$ cat config.mk
export PLATFORM = sky130hd
export DESIGN_NAME = input_debounce_with_trigger_core
export DESIGN_NICKNAME = d
export VERILOG_FILES = /design/src/hw/rtl/idt_pkg.sv /design/src/hw/rtl/idt_channel.sv /design/src/hw/rtl/input_debounce_with_trigger_core.sv
export SDC_FILE = /design/constraint.sdc
export NUM_CORES = 1
export LEC_CHECK = 0
export ABC_AREA = 1
export BUFFER_PORTS_ARGS = -buffer_cell sky130_fd_sc_hd__buf_2
export CAP_MARGIN = 25
export CORE_MARGIN = 8
export CORE_UTILIZATION = 30
export CTS_CLUSTER_DIAMETER = 200
export DETAILED_ROUTE_END_ITERATION = 6
export PLACE_DENSITY = 0.51
export SYNTH_ARGS = -nofsm -noshare
export SYNTH_HDL_FRONTEND = slang
export SYNTH_SLANG_ARGS = --single-unit
$ cat constraint.sdc
create_clock -name i_clk -period 3.15 [get_ports i_clk]
set_clock_uncertainty 0.2 [all_clocks]
set_input_delay 0.1575 -clock i_clk [delete_from_list [all_inputs] [get_ports i_clk]]
set_output_delay 0.1575 -clock i_clk [all_outputs]
set_load 0.005 [all_outputs]
$ cat src/hw/rtl/idt_pkg.sv
package idt_pkg;

    // Channel count and counter width
    localparam int NUM_INPUTS  = 4;
    localparam int COUNT_WIDTH = 16;

    // Port field widths
    localparam int RAW_W    = 4;
    localparam int THR_W    = 16;
    localparam int HOLD_W   = 8;
    localparam int CFG_W    = 16;
    localparam int CFG_IDX_W = 2;

    // Width used when comparing a counter against a threshold
    localparam int CMP_W = (COUNT_WIDTH > THR_W) ? COUNT_WIDTH : THR_W;

    // Configuration register indexes
    localparam logic [CFG_IDX_W-1:0] CFG_ON_TICKS      = 2'd0;
    localparam logic [CFG_IDX_W-1:0] CFG_OFF_TICKS     = 2'd1;
    localparam logic [CFG_IDX_W-1:0] CFG_INVERT        = 2'd2;
    localparam logic [CFG_IDX_W-1:0] CFG_HOLDOFF_TICKS = 2'd3;

    // Reset values of the registers
    localparam logic [THR_W-1:0]  RST_ON_TICKS  = 16'd20;
    localparam logic [THR_W-1:0]  RST_OFF_TICKS = 16'd20;
    localparam logic [HOLD_W-1:0] RST_HOLDOFF   = 8'd30;

    typedef logic [COUNT_WIDTH-1:0] t_count;

    // Switching thresholds shared by all channels
    typedef struct packed {
        logic [THR_W-1:0] on_ticks;
        logic [THR_W-1:0] off_ticks;
    } t_thresholds;

    // Per-channel result of one tick
    typedef struct packed {
        logic level;
        logic change;
    } t_chan_status;

endpackage

$ cat src/hw/rtl/idt_channel.sv
module idt_channel
    import idt_pkg::*;
(
    input  logic        i_clk,
    input  logic        i_rst_n,
    input  logic        i_step,
    input  logic        i_act,
    input  t_thresholds i_thr,
    output t_chan_status o_status
);

    localparam t_count COUNT_MAX = '1;

    logic   r_level;
    t_count r_active_cnt;
    t_count r_inactive_cnt;

    logic   n_level;
    t_count n_active_cnt;
    t_count n_inactive_cnt;

    t_count     run_cnt;
    t_count     run_inc;
    logic [CMP_W-1:0] run_cmp;
    logic [CMP_W-1:0] inc_cmp;
    logic [CMP_W-1:0] thr_cmp;
    logic       run_ok;
    logic       run_hit;

    // Pick the counter and threshold of the direction being qualified
    always_comb begin
        run_cnt = r_level ? r_inactive_cnt : r_active_cnt;
        thr_cmp = CMP_W'(r_level ? i_thr.off_ticks : i_thr.on_ticks);
        run_cmp = CMP_W'(run_cnt);
        run_inc = run_cnt + t_count'(1);
        inc_cmp = CMP_W'(run_inc);
        run_ok  = (run_cmp < thr_cmp) && (run_cnt != COUNT_MAX);
        run_hit = run_ok && (inc_cmp == thr_cmp);
    end

    // Advance or clear the counters and switch the level
    always_comb begin
        n_level        = r_level;
        n_active_cnt   = r_active_cnt;
        n_inactive_cnt = r_inactive_cnt;
        if (!r_level) begin
            if (i_act) begin
                if (run_ok) begin
                    n_active_cnt = run_inc;
                end
                if (run_hit) begin
                    n_level = 1'b1;
                end
            end else begin
                n_active_cnt = '0;
            end
        end else begin
            if (!i_act) begin
                if (run_ok) begin
                    n_inactive_cnt = run_inc;
                end
                if (run_hit) begin
                    n_level = 1'b0;
                end
            end else begin
                n_inactive_cnt = '0;
            end
        end
        // Clear the opposite counter on a switch
        if (n_level != r_level) begin
            if (n_level) begin
                n_inactive_cnt = '0;
            end else begin
                n_active_cnt = '0;
            end
        end
    end

    assign o_status.level  = n_level;
    assign o_status.change = n_level != r_level;

    // Hold the channel state between beats
    always_ff @(posedge i_clk) begin
        if (!i_rst_n) begin
            r_level        <= 1'b0;
            r_active_cnt   <= '0;
            r_inactive_cnt <= '0;
        end else if (i_step) begin
            r_level        <= n_level;
            r_active_cnt   <= n_active_cnt;
            r_inactive_cnt <= n_inactive_cnt;
        end
    end

endmodule

$ cat src/hw/rtl/input_debounce_with_trigger_core.sv
// Each beat accepted at the input passes an input register and then a result register,
// with one tick of counter and compare logic for all channels between them; one beat
// per cycle is taken while the result is not stalled.
// Reset (synchronous, active low) clears all channel counters and levels, loads the
// thresholds with 20 ticks, polarity normal, and the trigger holdoff count with 30.
module input_debounce_with_trigger_core
    import idt_pkg::*;
(
    input  logic                 i_clk,
    input  logic                 i_rst_n,
    // Configuration writes
    input  logic                 i_cfg_wr_en,
    input  logic [CFG_IDX_W-1:0] i_cfg_index,
    input  logic [CFG_W-1:0]     i_cfg_data,
    // Input beats
    input  logic                 i_in_valid,
    output logic                 o_in_ready,
    input  logic [RAW_W-1:0]     i_raw_levels,
    // Result beats
    output logic                 o_out_valid,
    input  logic                 i_out_ready,
    output logic [RAW_W-1:0]     o_qualified_levels,
    output logic [RAW_W-1:0]     o_trigger_pulses,
    output logic                 o_holdoff_active
);

    t_thresholds            r_thr;
    logic                   r_invert;
    logic [HOLD_W-1:0]      r_holdoff_cnt;

    logic                   r_in_valid;
    logic [RAW_W-1:0]       r_raw;

    logic                   r_out_valid;
    logic [RAW_W-1:0]       r_qual;
    logic [RAW_W-1:0]       r_trig;
    logic                   r_masked;

    logic                   step;
    logic                   masked;
    logic [NUM_INPUTS-1:0]  act;
    t_chan_status           status [NUM_INPUTS];
    logic [RAW_W-1:0]       n_qual;
    logic [RAW_W-1:0]       n_trig;

    // Move a beat from the input register into the result register
    assign step       = r_in_valid && (!r_out_valid || i_out_ready);
    assign o_in_ready = !r_in_valid || step;
    assign masked     = r_holdoff_cnt != '0;

    // Configuration registers; a holdoff write also reloads the count
    always_ff @(posedge i_clk) begin
        if (!i_rst_n) begin
            r_thr.on_ticks  <= RST_ON_TICKS;
            r_thr.off_ticks <= RST_OFF_TICKS;
            r_invert        <= 1'b0;
            r_holdoff_cnt   <= RST_HOLDOFF;
        end else begin
            if (i_cfg_wr_en) begin
                case (i_cfg_index)
                    CFG_ON_TICKS:      r_thr.on_ticks  <= i_cfg_data[THR_W-1:0];
                    CFG_OFF_TICKS:     r_thr.off_ticks <= i_cfg_data[THR_W-1:0];
                    CFG_INVERT:        r_invert        <= i_cfg_data[0];
                    CFG_HOLDOFF_TICKS: r_holdoff_cnt   <= i_cfg_data[HOLD_W-1:0];
                    default: begin
                    end
                endcase
            end else if (step && masked) begin
                r_holdoff_cnt <= r_holdoff_cnt - HOLD_W'(1);
            end
        end
    end

    // Input register
    always_ff @(posedge i_clk) begin
        if (!i_rst_n) begin
            r_in_valid <= 1'b0;
        end else if (o_in_ready) begin
            r_in_valid <= i_in_valid;
        end
    end

    always_ff @(posedge i_clk) begin
        if (i_in_valid && o_in_ready) begin
            r_raw <= i_raw_levels;
        end
    end

    // One debounce cell per channel
    for (genvar g = 0; g < NUM_INPUTS; g++) begin : g_chan
        if (g < RAW_W) begin : g_pin
            assign act[g] = r_raw[g] ^ r_invert;
        end else begin : g_nopin
            assign act[g] = r_invert;
        end

        idt_channel u_channel (
            .i_clk    (i_clk),
            .i_rst_n  (i_rst_n),
            .i_step   (step),
            .i_act    (act[g]),
            .i_thr    (r_thr),
            .o_status (status[g])
        );
    end

    // Gather levels and unmasked triggers of the low channels
    always_comb begin
        n_qual = '0;
        n_trig = '0;
        for (int b = 0; b < RAW_W; b++) begin
            if (b < NUM_INPUTS) begin
                n_qual[b] = status[b].level;
                n_trig[b] = status[b].change && !masked;
            end
        end
    end

    // Result register
    always_ff @(posedge i_clk) begin
        if (!i_rst_n) begin
            r_out_valid <= 1'b0;
        end else if (step) begin
            r_out_valid <= 1'b1;
        end else if (i_out_ready) begin
            r_out_valid <= 1'b0;
        end
    end

    always_ff @(posedge i_clk) begin
        if (step) begin
            r_qual   <= n_qual;
            r_trig   <= n_trig;
            r_masked <= masked;
        end
    end

    assign o_out_valid        = r_out_valid;
    assign o_qualified_levels = r_qual;
    assign o_trigger_pulses   = r_trig;
    assign o_holdoff_active   = r_masked;

`ifndef SYNTHESIS
    // No trigger leaves during holdoff
    a_masked_no_trig: assert property (@(posedge i_clk) disable iff (!i_rst_n)
        (o_out_valid && o_holdoff_active) |-> (o_trigger_pulses == '0))
        else $error("trigger pulse during holdoff");

    // Expired holdoff stays expired unless rewritten
    a_holdoff_done: assert property (@(posedge i_clk) disable iff (!i_rst_n)
        (r_holdoff_cnt == '0 && !i_cfg_wr_en) |=> (r_holdoff_cnt == '0))
        else $error("holdoff count left zero without a write");

    // Holdoff count moves down by one per beat while masking
    a_holdoff_step: assert property (@(posedge i_clk) disable iff (!i_rst_n)
        (step && masked && !i_cfg_wr_en) |=> (r_holdoff_cnt == $past(r_holdoff_cnt) - 8'd1))
        else $error("holdoff count did not step");

    // A stalled result keeps the input beat waiting
    a_in_hold: assert property (@(posedge i_clk) disable iff (!i_rst_n)
        (r_in_valid && r_out_valid && !i_out_ready) |=> (r_in_valid && $stable(r_raw)))
        else $error("input beat lost while result stalled");
`endif

endmodule
==> results of run 1 <==
## stage by stage
| step | util, % | cells | worst slack (ns) | power (W) |
|---|---|---|---|---|
| floorplan | - | 2496 | 0.08583 | 0.003913 |
| global placement | 36.38 | 3420 | -0.2792 | 0.004885 |
| detailed placement | 36.38 | 3420 | -0.3167 | 0.004904 |
| CTS | 39.00 | 3502 | 0.003502 | 0.007236 |
| global route | 42.30 | 3544 | -0.1183 | 0.007899 |
| finish | 42.30 | 3544 | 0.04101 | 0.007508 |
## cells by family after synthesis
| kind of cell | synth area share, % |
|---|---|
| and+or+nand+nor | 38.26 |
| adders and majority gates | 5.694 |
| AOI/OAI and AO/OA | 19.84 |
| DFF | 25.68 |
| buffers and inverters | 10.17 |
| xor gates and xnor gates | 0.3466 |
## flip-flops by register name, summed over array words and instances, names as in the netlist
register and count:
o_holdoff_active 1, o_trigger_pulses 4, r_holdoff_cnt 8, g_chan.u_channel.r_level 4, r_invert 1, r_raw 4, o_qualified_levels 4, r_thr 32
o_out_valid 1, r_in_valid 1, g_chan.u_channel.r_active_cnt 64, g_chan.u_channel.r_inactive_cnt 64
## per-layer routing
layer	GRT usage (%)	share of wire [%]	up-vias
met1	26.32	47	8457
li1	-	-	9011
met4	6.231	2.2	4
met5	0	0.046	-
met3	3.208	5.1	79
met2	30.63	46	457
## power by group through the flow
stage / registers, W / clock network (W) / logic, W
after floorplan: 0.00258 / 0 / 0.00133
after global routing: 0.00257 / 0.00235 / 0.00298
final: 0.00256 / 0.00221 / 0.00274
after global placement: 0.00261 / 0 / 0.00228
after CTS: 0.00255 / 0.00227 / 0.00241
after detailed placement: 0.00261 / 0 / 0.00230
## worst max-delay path: cells and delay by family (launching register included)
kind	cells	cell delay (ns)
simple gates	12	1.19
fa+ha+maj	1	0.19
buf+inv	5	0.63
compound gates	3	0.43
flops	1	0.37
## layout by cell type, fill, tap and decap left out, types with 22 or more instances in the layout
cell type / synthesis / final
a21oi_1: 231 / 213
buf_2: 25 / 37
buf_4: 7 / 320
clkbuf_16: 0 / 23
dfxtp_1: 175 / 171
dlygate4sd3_1: 0 / 33
ha_1: 69 / 59
inv_1: 233 / 228
nand2_1: 884 / 789
nand2_2: 38 / 98
nand2_4: 4 / 41
nand3_1: 165 / 133
nand3_2: 4 / 31
nand3b_1: 22 / 22
nand4_1: 41 / 41
nor2_1: 127 / 101
nor2_2: 20 / 26
nor2_4: 13 / 33
o2111ai_1: 40 / 40
o211ai_1: 44 / 44
o21ai_0: 161 / 110
o21ai_1: 11 / 34
o21ai_2: 6 / 24
## final cells by class
cell class	instances	area (sq um)	share of cell area, %
Antenna cell	5	12.51	0.05908
Clock buffer	19	432.9	2.044
Clock inverter	13	132.6	0.6263
Inverter	253	979.7	4.626
Multi-Input combinational cell	1948	10990	51.90
Sequential cell	188	3909	18.46
Tap cell	672	840.8	3.970
Timing Repair Buffer	446	3880	18.32
## what timing repair did
item                                   in CTS  in global routing
setup buffers                              13                 30
setup endpoints to repair                 129                140
gates cloned                                4                  7
endpoints found under the hold margin      51                  0
pin swaps                                  15                138
gates resized for setup                    76                348
hold buffers                               33                  0
## worst min-delay path by stage
stage / cells after the start / end / startpoint / slack, ns
after CTS: 2 / r_raw[0]$_DFFE_PP_ / i_raw_levels[0] / 0.13
after global routing: 2 / r_raw[0]$_DFFE_PP_ / i_raw_levels[0] / 0.17
after detailed placement: 1 / r_raw[0]$_DFFE_PP_ / i_raw_levels[0] / 0.14
after floorplan: 0 / r_raw[0]$_DFFE_PP_ / i_raw_levels[0] / 0.06
final: 2 / r_raw[2]$_DFFE_PP_ / i_raw_levels[2] / 0.17
after global placement: 1 / r_raw[0]$_DFFE_PP_ / i_raw_levels[0] / 0.14
==> impl_metrics.toml, run 1 <==
[logic_synthesis]
yosysSeqAreaShare_pct = 25.68
mappedNetlistNets = 2592
yosys.area.top_type = "dfxtp_1"
synth_async_sr_flop_share_pct = 0
synth_edf_count = 13
synthTopCellsByArea = "dfxtp_1 23%, nand2_1 22%, a21oi_1 7.6%, inv_1 5.8%, ha_1 5.7%"
synth.avg_cell_area_sq_um = 6.075
synthDistinctLibCells = 47
synthTopCellsByCount = "884 x nand2_1, 233 x inv_1, 231 x a21oi_1"
synth_ff_type = "dfxtp_1"
netlist.area_leader.share_pct = 23.10
synth_area_sq_um = 15160
yosysMostFrequentCell = "nand2_1"
synth-seq-cells = 188
synthCells = 2496
ys_warn_count = 0

[timing]
period_needed_ns = 3.109
setup_viol = 0
rsz0062_at_grt = "yes"
tightestPinTransition_ns = 0.8123
setup_tns_ns = 0
hold_viol_final = 0
relSlewSlack_pct = 45.85
period_share_pct = 98.70
hold_ws_ns = 0.1746
clock.fmax_mhz = 321.6
drv_slew = 0

[worst_setup_path]
critPathMaxFanout = 8
critPathLaunch = "g_chan[2].u_channel.r_level$_SDFFE_PN0P_"
worst-setup-path-type = "reg2reg"
r2r_end = "g_chan[2].u_channel.r_inactive_cnt[4]$_SDFFE_PN0P_"
endpoint = "g_chan[2].u_channel.r_inactive_cnt[4]$_SDFFE_PN0P_"
rr_startpoint = "g_chan[2].u_channel.r_level$_SDFFE_PN0P_"
ff2ff_path_depth = 21
rrSetupSlack_ns = 0.04
worstSetupStartpointType = "register"
crit_slowest_cell = "dfxtp_4"
slowest_delay_ns = 0.37
cp_cell_sequence = "buf_12, buf_8, o21ai_4, ha_4, buf_4, nand3_2, nor2_4, buf_6, nand3_1, nand2_1, nand3_1, nand2_1, nor2_1, nand2_1, nor2_2, nand2_2, buf_6, nor2_4, nor2_4, o21ai_1, a21oi_1"
end_kind = "register"
cp.required_ns = 3.37
crit_arrival_ns = 3.33

[power_and_ir_drop]
power.internal_w = 0.004706
comb_power_share_pct = 36.5
power.share.clock_pct = 29.4
leakage_nw = 9.277
vdd_drop_max_mv = 0.4966
switching_share_pct = 37.32
p_switching_w = 0.002802
p_seq_share_pct = 34.1
power_density_nw_per_um2 = 354.5

[clock_tree]
numCtsBuffers = 17
cts_tree = "yes"
root_buffer = "clkbuf_16"
clock_sinks = 188
clock_path_buffers = 2
clkLatencyLatePin_ns = 0.50
clkTransAtPathRegs_ns = 0.07
cts_max_level = 4

[layout]
fin_nets = 2950
drive_above_1_share_pct = 27.31
fill_cells = 5321
finalInstanceArea_sq_um = 21180
syn_to_final_growth_pct = 39.66

[placement]
place_hpwl_mm = 42.40
gp_congestion = 0.9393
place_area_sq_um = 18210
io_buffers = 37

[route]
vias_per_cell = 5.081
drt_iter0_markers = 1284
drc_errors = 0
drt_wl_total_mm = 58.29
routed-via-count = 18010
firstDrtPassIters = 6
wl_per_cell_microns = 16.45
drtAntennaViolNets = 0

[floorplanning]
dieHeight_microns = 240.8
row_count = 82
dieWidth_microns = 240.8
floorplan.initialDensity_pct = 30.29
boundaryPins = 38
die_area_sq_um = 57990
coreArea_sq_um = 50070

[grt]
grt_usage_pct = 19.26
grt_max_degree = 61
antenna_found_initial = 7
grt_pass1_wl_mm = 88.60
grt_pass1_vias = 16510
grt-ovfl-total = 0

[hold_path]
hold_path_class = "in2reg"

[run_status]
status = "complete, no violations"

[job]
maxCapViolCount = 0
Power figures use the tool's default switching activity.
==> run 2: changes to the inputs <==
--- a/config.mk
+++ b/config.mk
@@ -10,6 +10,7 @@
 export CAP_MARGIN = 25
 export CORE_MARGIN = 8
 export CORE_UTILIZATION = 30
+export CTS_BUF_LIST = sky130_fd_sc_hd__clkbuf_8
 export CTS_CLUSTER_DIAMETER = 200
 export DETAILED_ROUTE_END_ITERATION = 6
 export PLACE_DENSITY = 0.51
==> impl_metrics.toml, run 2 (same netlist as run 1, synthesis figures left out) <==
[power_and_ir_drop]
power.share.clock_pct = 24.0
power.internal_w = 0.004252
vdd_drop_max_mv = 0.3892
p_seq_share_pct = 36.6
comb_power_share_pct = 39.4
switching_share_pct = 39.30
p_switching_w = 0.002753
power_density_nw_per_um2 = 332.6
leakage_nw = 9.294

[layout]
syn_to_final_growth_pct = 38.87
fin_nets = 2966
top_regs = "g_chan.u_channel.r_active_cnt (64), g_chan.u_channel.r_inactive_cnt (64), r_thr (32)"
drive_above_1_share_pct = 27.23
mostFrequentLayoutCells = "786 x nand2_1, 328 x buf_4, 230 x inv_1, 213 x a21oi_1, 171 x dfxtp_1"
layout_commonest_cell = "nand2_1"

[timing]
setup_tns_ns = 0
period_needed_ns = 3.125
relSlewSlack_pct = 46.09
rsz0062_at_grt = "yes"
period_share_pct = 99.22
hold_viol_final = 0
tightestPinTransition_ns = 0.8086
setup_viol = 0
clock.fmax_mhz = 320.0
drv_slew = 0
hold_ws_ns = 0.09739

[floorplanning]
dieHeight_microns = 240.8
die_area_sq_um = 57990
row_count = 82
boundaryPins = 38
floorplan.initialDensity_pct = 30.29
dieWidth_microns = 240.8
coreArea_sq_um = 50070

[route]
drt_iter0_markers = 1319
routed-via-count = 17930
firstDrtPassIters = 5
drc_errors = 0
wl_per_cell_microns = 16.35
drt_wl_total_mm = 58.20
drtAntennaViolNets = 0
vias_per_cell = 5.037

[placement]
place_hpwl_mm = 42.40
io_buffers = 37
gp_congestion = 0.9393

[grt]
grt-ovfl-total = 0
grt_max_degree = 61
grt_usage_pct = 19.31
antenna_found_initial = 8
grt_pass1_wl_mm = 88.79
grt_pass1_vias = 16610

[worst_setup_path]
crit_arrival_ns = 3.34
worstSetupStartpointType = "register"
worst-setup-path-type = "reg2reg"
cp.required_ns = 3.37
critPathMaxFanout = 7
end_kind = "register"

[clock_tree]
cts_tree = "yes"
cts_max_level = 4
clock_path_buffers = 2
root_buffer = "clkbuf_8"
clkLatencyLatePin_ns = 0.58
clock_sinks = 188
clkTransAtPathRegs_ns = 0.11
numCtsBuffers = 17

[hold_path]
hold_path_class = "in2reg"

[job]
maxCapViolCount = 0

[run_status]
status = "complete, no violations"
-- run 2: cell count changes in the layout (fill, tap and decap cells not counted), sizes merged --
| cell | change |
|---|---|
| buf | +4 |
| bufbuf | -1 |
| inv | +2 |
| dlygate4sd3 | +12 |
| clkbuf | -1 |
-- run 2: timing repair --
action	4_1_cts	5_1_grt
resized for setup	80	331
hold buffers	45	0
endpoints found under the hold margin	85	0
endpoints found under the setup margin	130	140
gates cloned	4	8
buffers inserted	14	33
pin swaps	18	122
-- run 2: worst paths after layout --
path	depth (start not counted)	slack, ns	to	start
max reg2reg	16	0.02	g_chan[0].u_channel.r_active_cnt[3]$_SDFFE_PN0P_	g_chan[0].u_channel.r_level$_SDFFE_PN0P_
min	2	0.1	r_raw[2]$_DFFE_PP_	i_raw_levels[2]
max	16	0.02	g_chan[0].u_channel.r_active_cnt[3]$_SDFFE_PN0P_	g_chan[0].u_channel.r_level$_SDFFE_PN0P_
min reg2reg	2	0.26	g_chan[2].u_channel.r_inactive_cnt[14]$_SDFFE_PN0P_	g_chan[2].u_channel.r_inactive_cnt[14]$_SDFFE_PN0P_
-- run 2: critical path, stage by stage (launching register included) --
cell,delay (ns)
dfxtp_4,0.40
buf_12,0.16
buf_8,0.14
buf_4,0.15
nand2_1,0.09
o21ai_4,0.12
ha_1,0.28
nand3_1,0.13
nor2_1,0.08
nor3b_2,0.21
nand3_2,0.14
nor2_4,0.15
nand3_4,0.12
o21ai_4,0.26
nand2_4,0.16
nand2_2,0.10
a21oi_1,0.06
-- run 2: power groups by stage --
| stage | Clock [W] | Combinational [W] | Sequential [W] |
|---|---|---|---|
| floorplan | 0 | 0.00133 | 0.00258 |
| global placement | 0 | 0.00228 | 0.00261 |
| detailed placement | 0 | 0.00230 | 0.00261 |
| CTS | 0.00174 | 0.00243 | 0.00255 |
| global route | 0.00182 | 0.00301 | 0.00257 |
| finish | 0.00168 | 0.00276 | 0.00256 |
-- run 2: final cells by class --
class / instances / area (sq um)
fill: 5357 / 29010
multi-input combinational: 1948 / 10940
timing repair buffer: 462 / 3998
sequential: 188 / 3909
inverter: 253 / 984.7
tap: 672 / 840.8
clock buffer: 17 / 234.0
clock inverter: 15 / 140.1
antenna: 5 / 12.51
-- run 2: per-stage QoR --
stage	std cells	instance area (sq um)	setup WS, ns	power (W)	utilization, %
global route	3560	21060	-0.1174	0.007399	42.06
CTS	3515	19480	0.001025	0.006718	38.91
detailed placement	3420	18210	-0.3167	0.004904	36.38
finish	3560	21060	0.02457	0.007004	42.06
floorplan	2496	15160	0.08583	0.003913	-
global placement	3420	18210	-0.2792	0.004885	36.38
-- run 2: metal layers --
layer / track usage (%) / up-vias / share of wire, %
li1: - / 9043 / -
met1: 26.37 / 8370 / 47
met2: 30.77 / 448 / 46
met3: 3.208 / 68 / 5.0
met4: 6.158 / 4 / 2.0
met5: 0 / - / 0.040
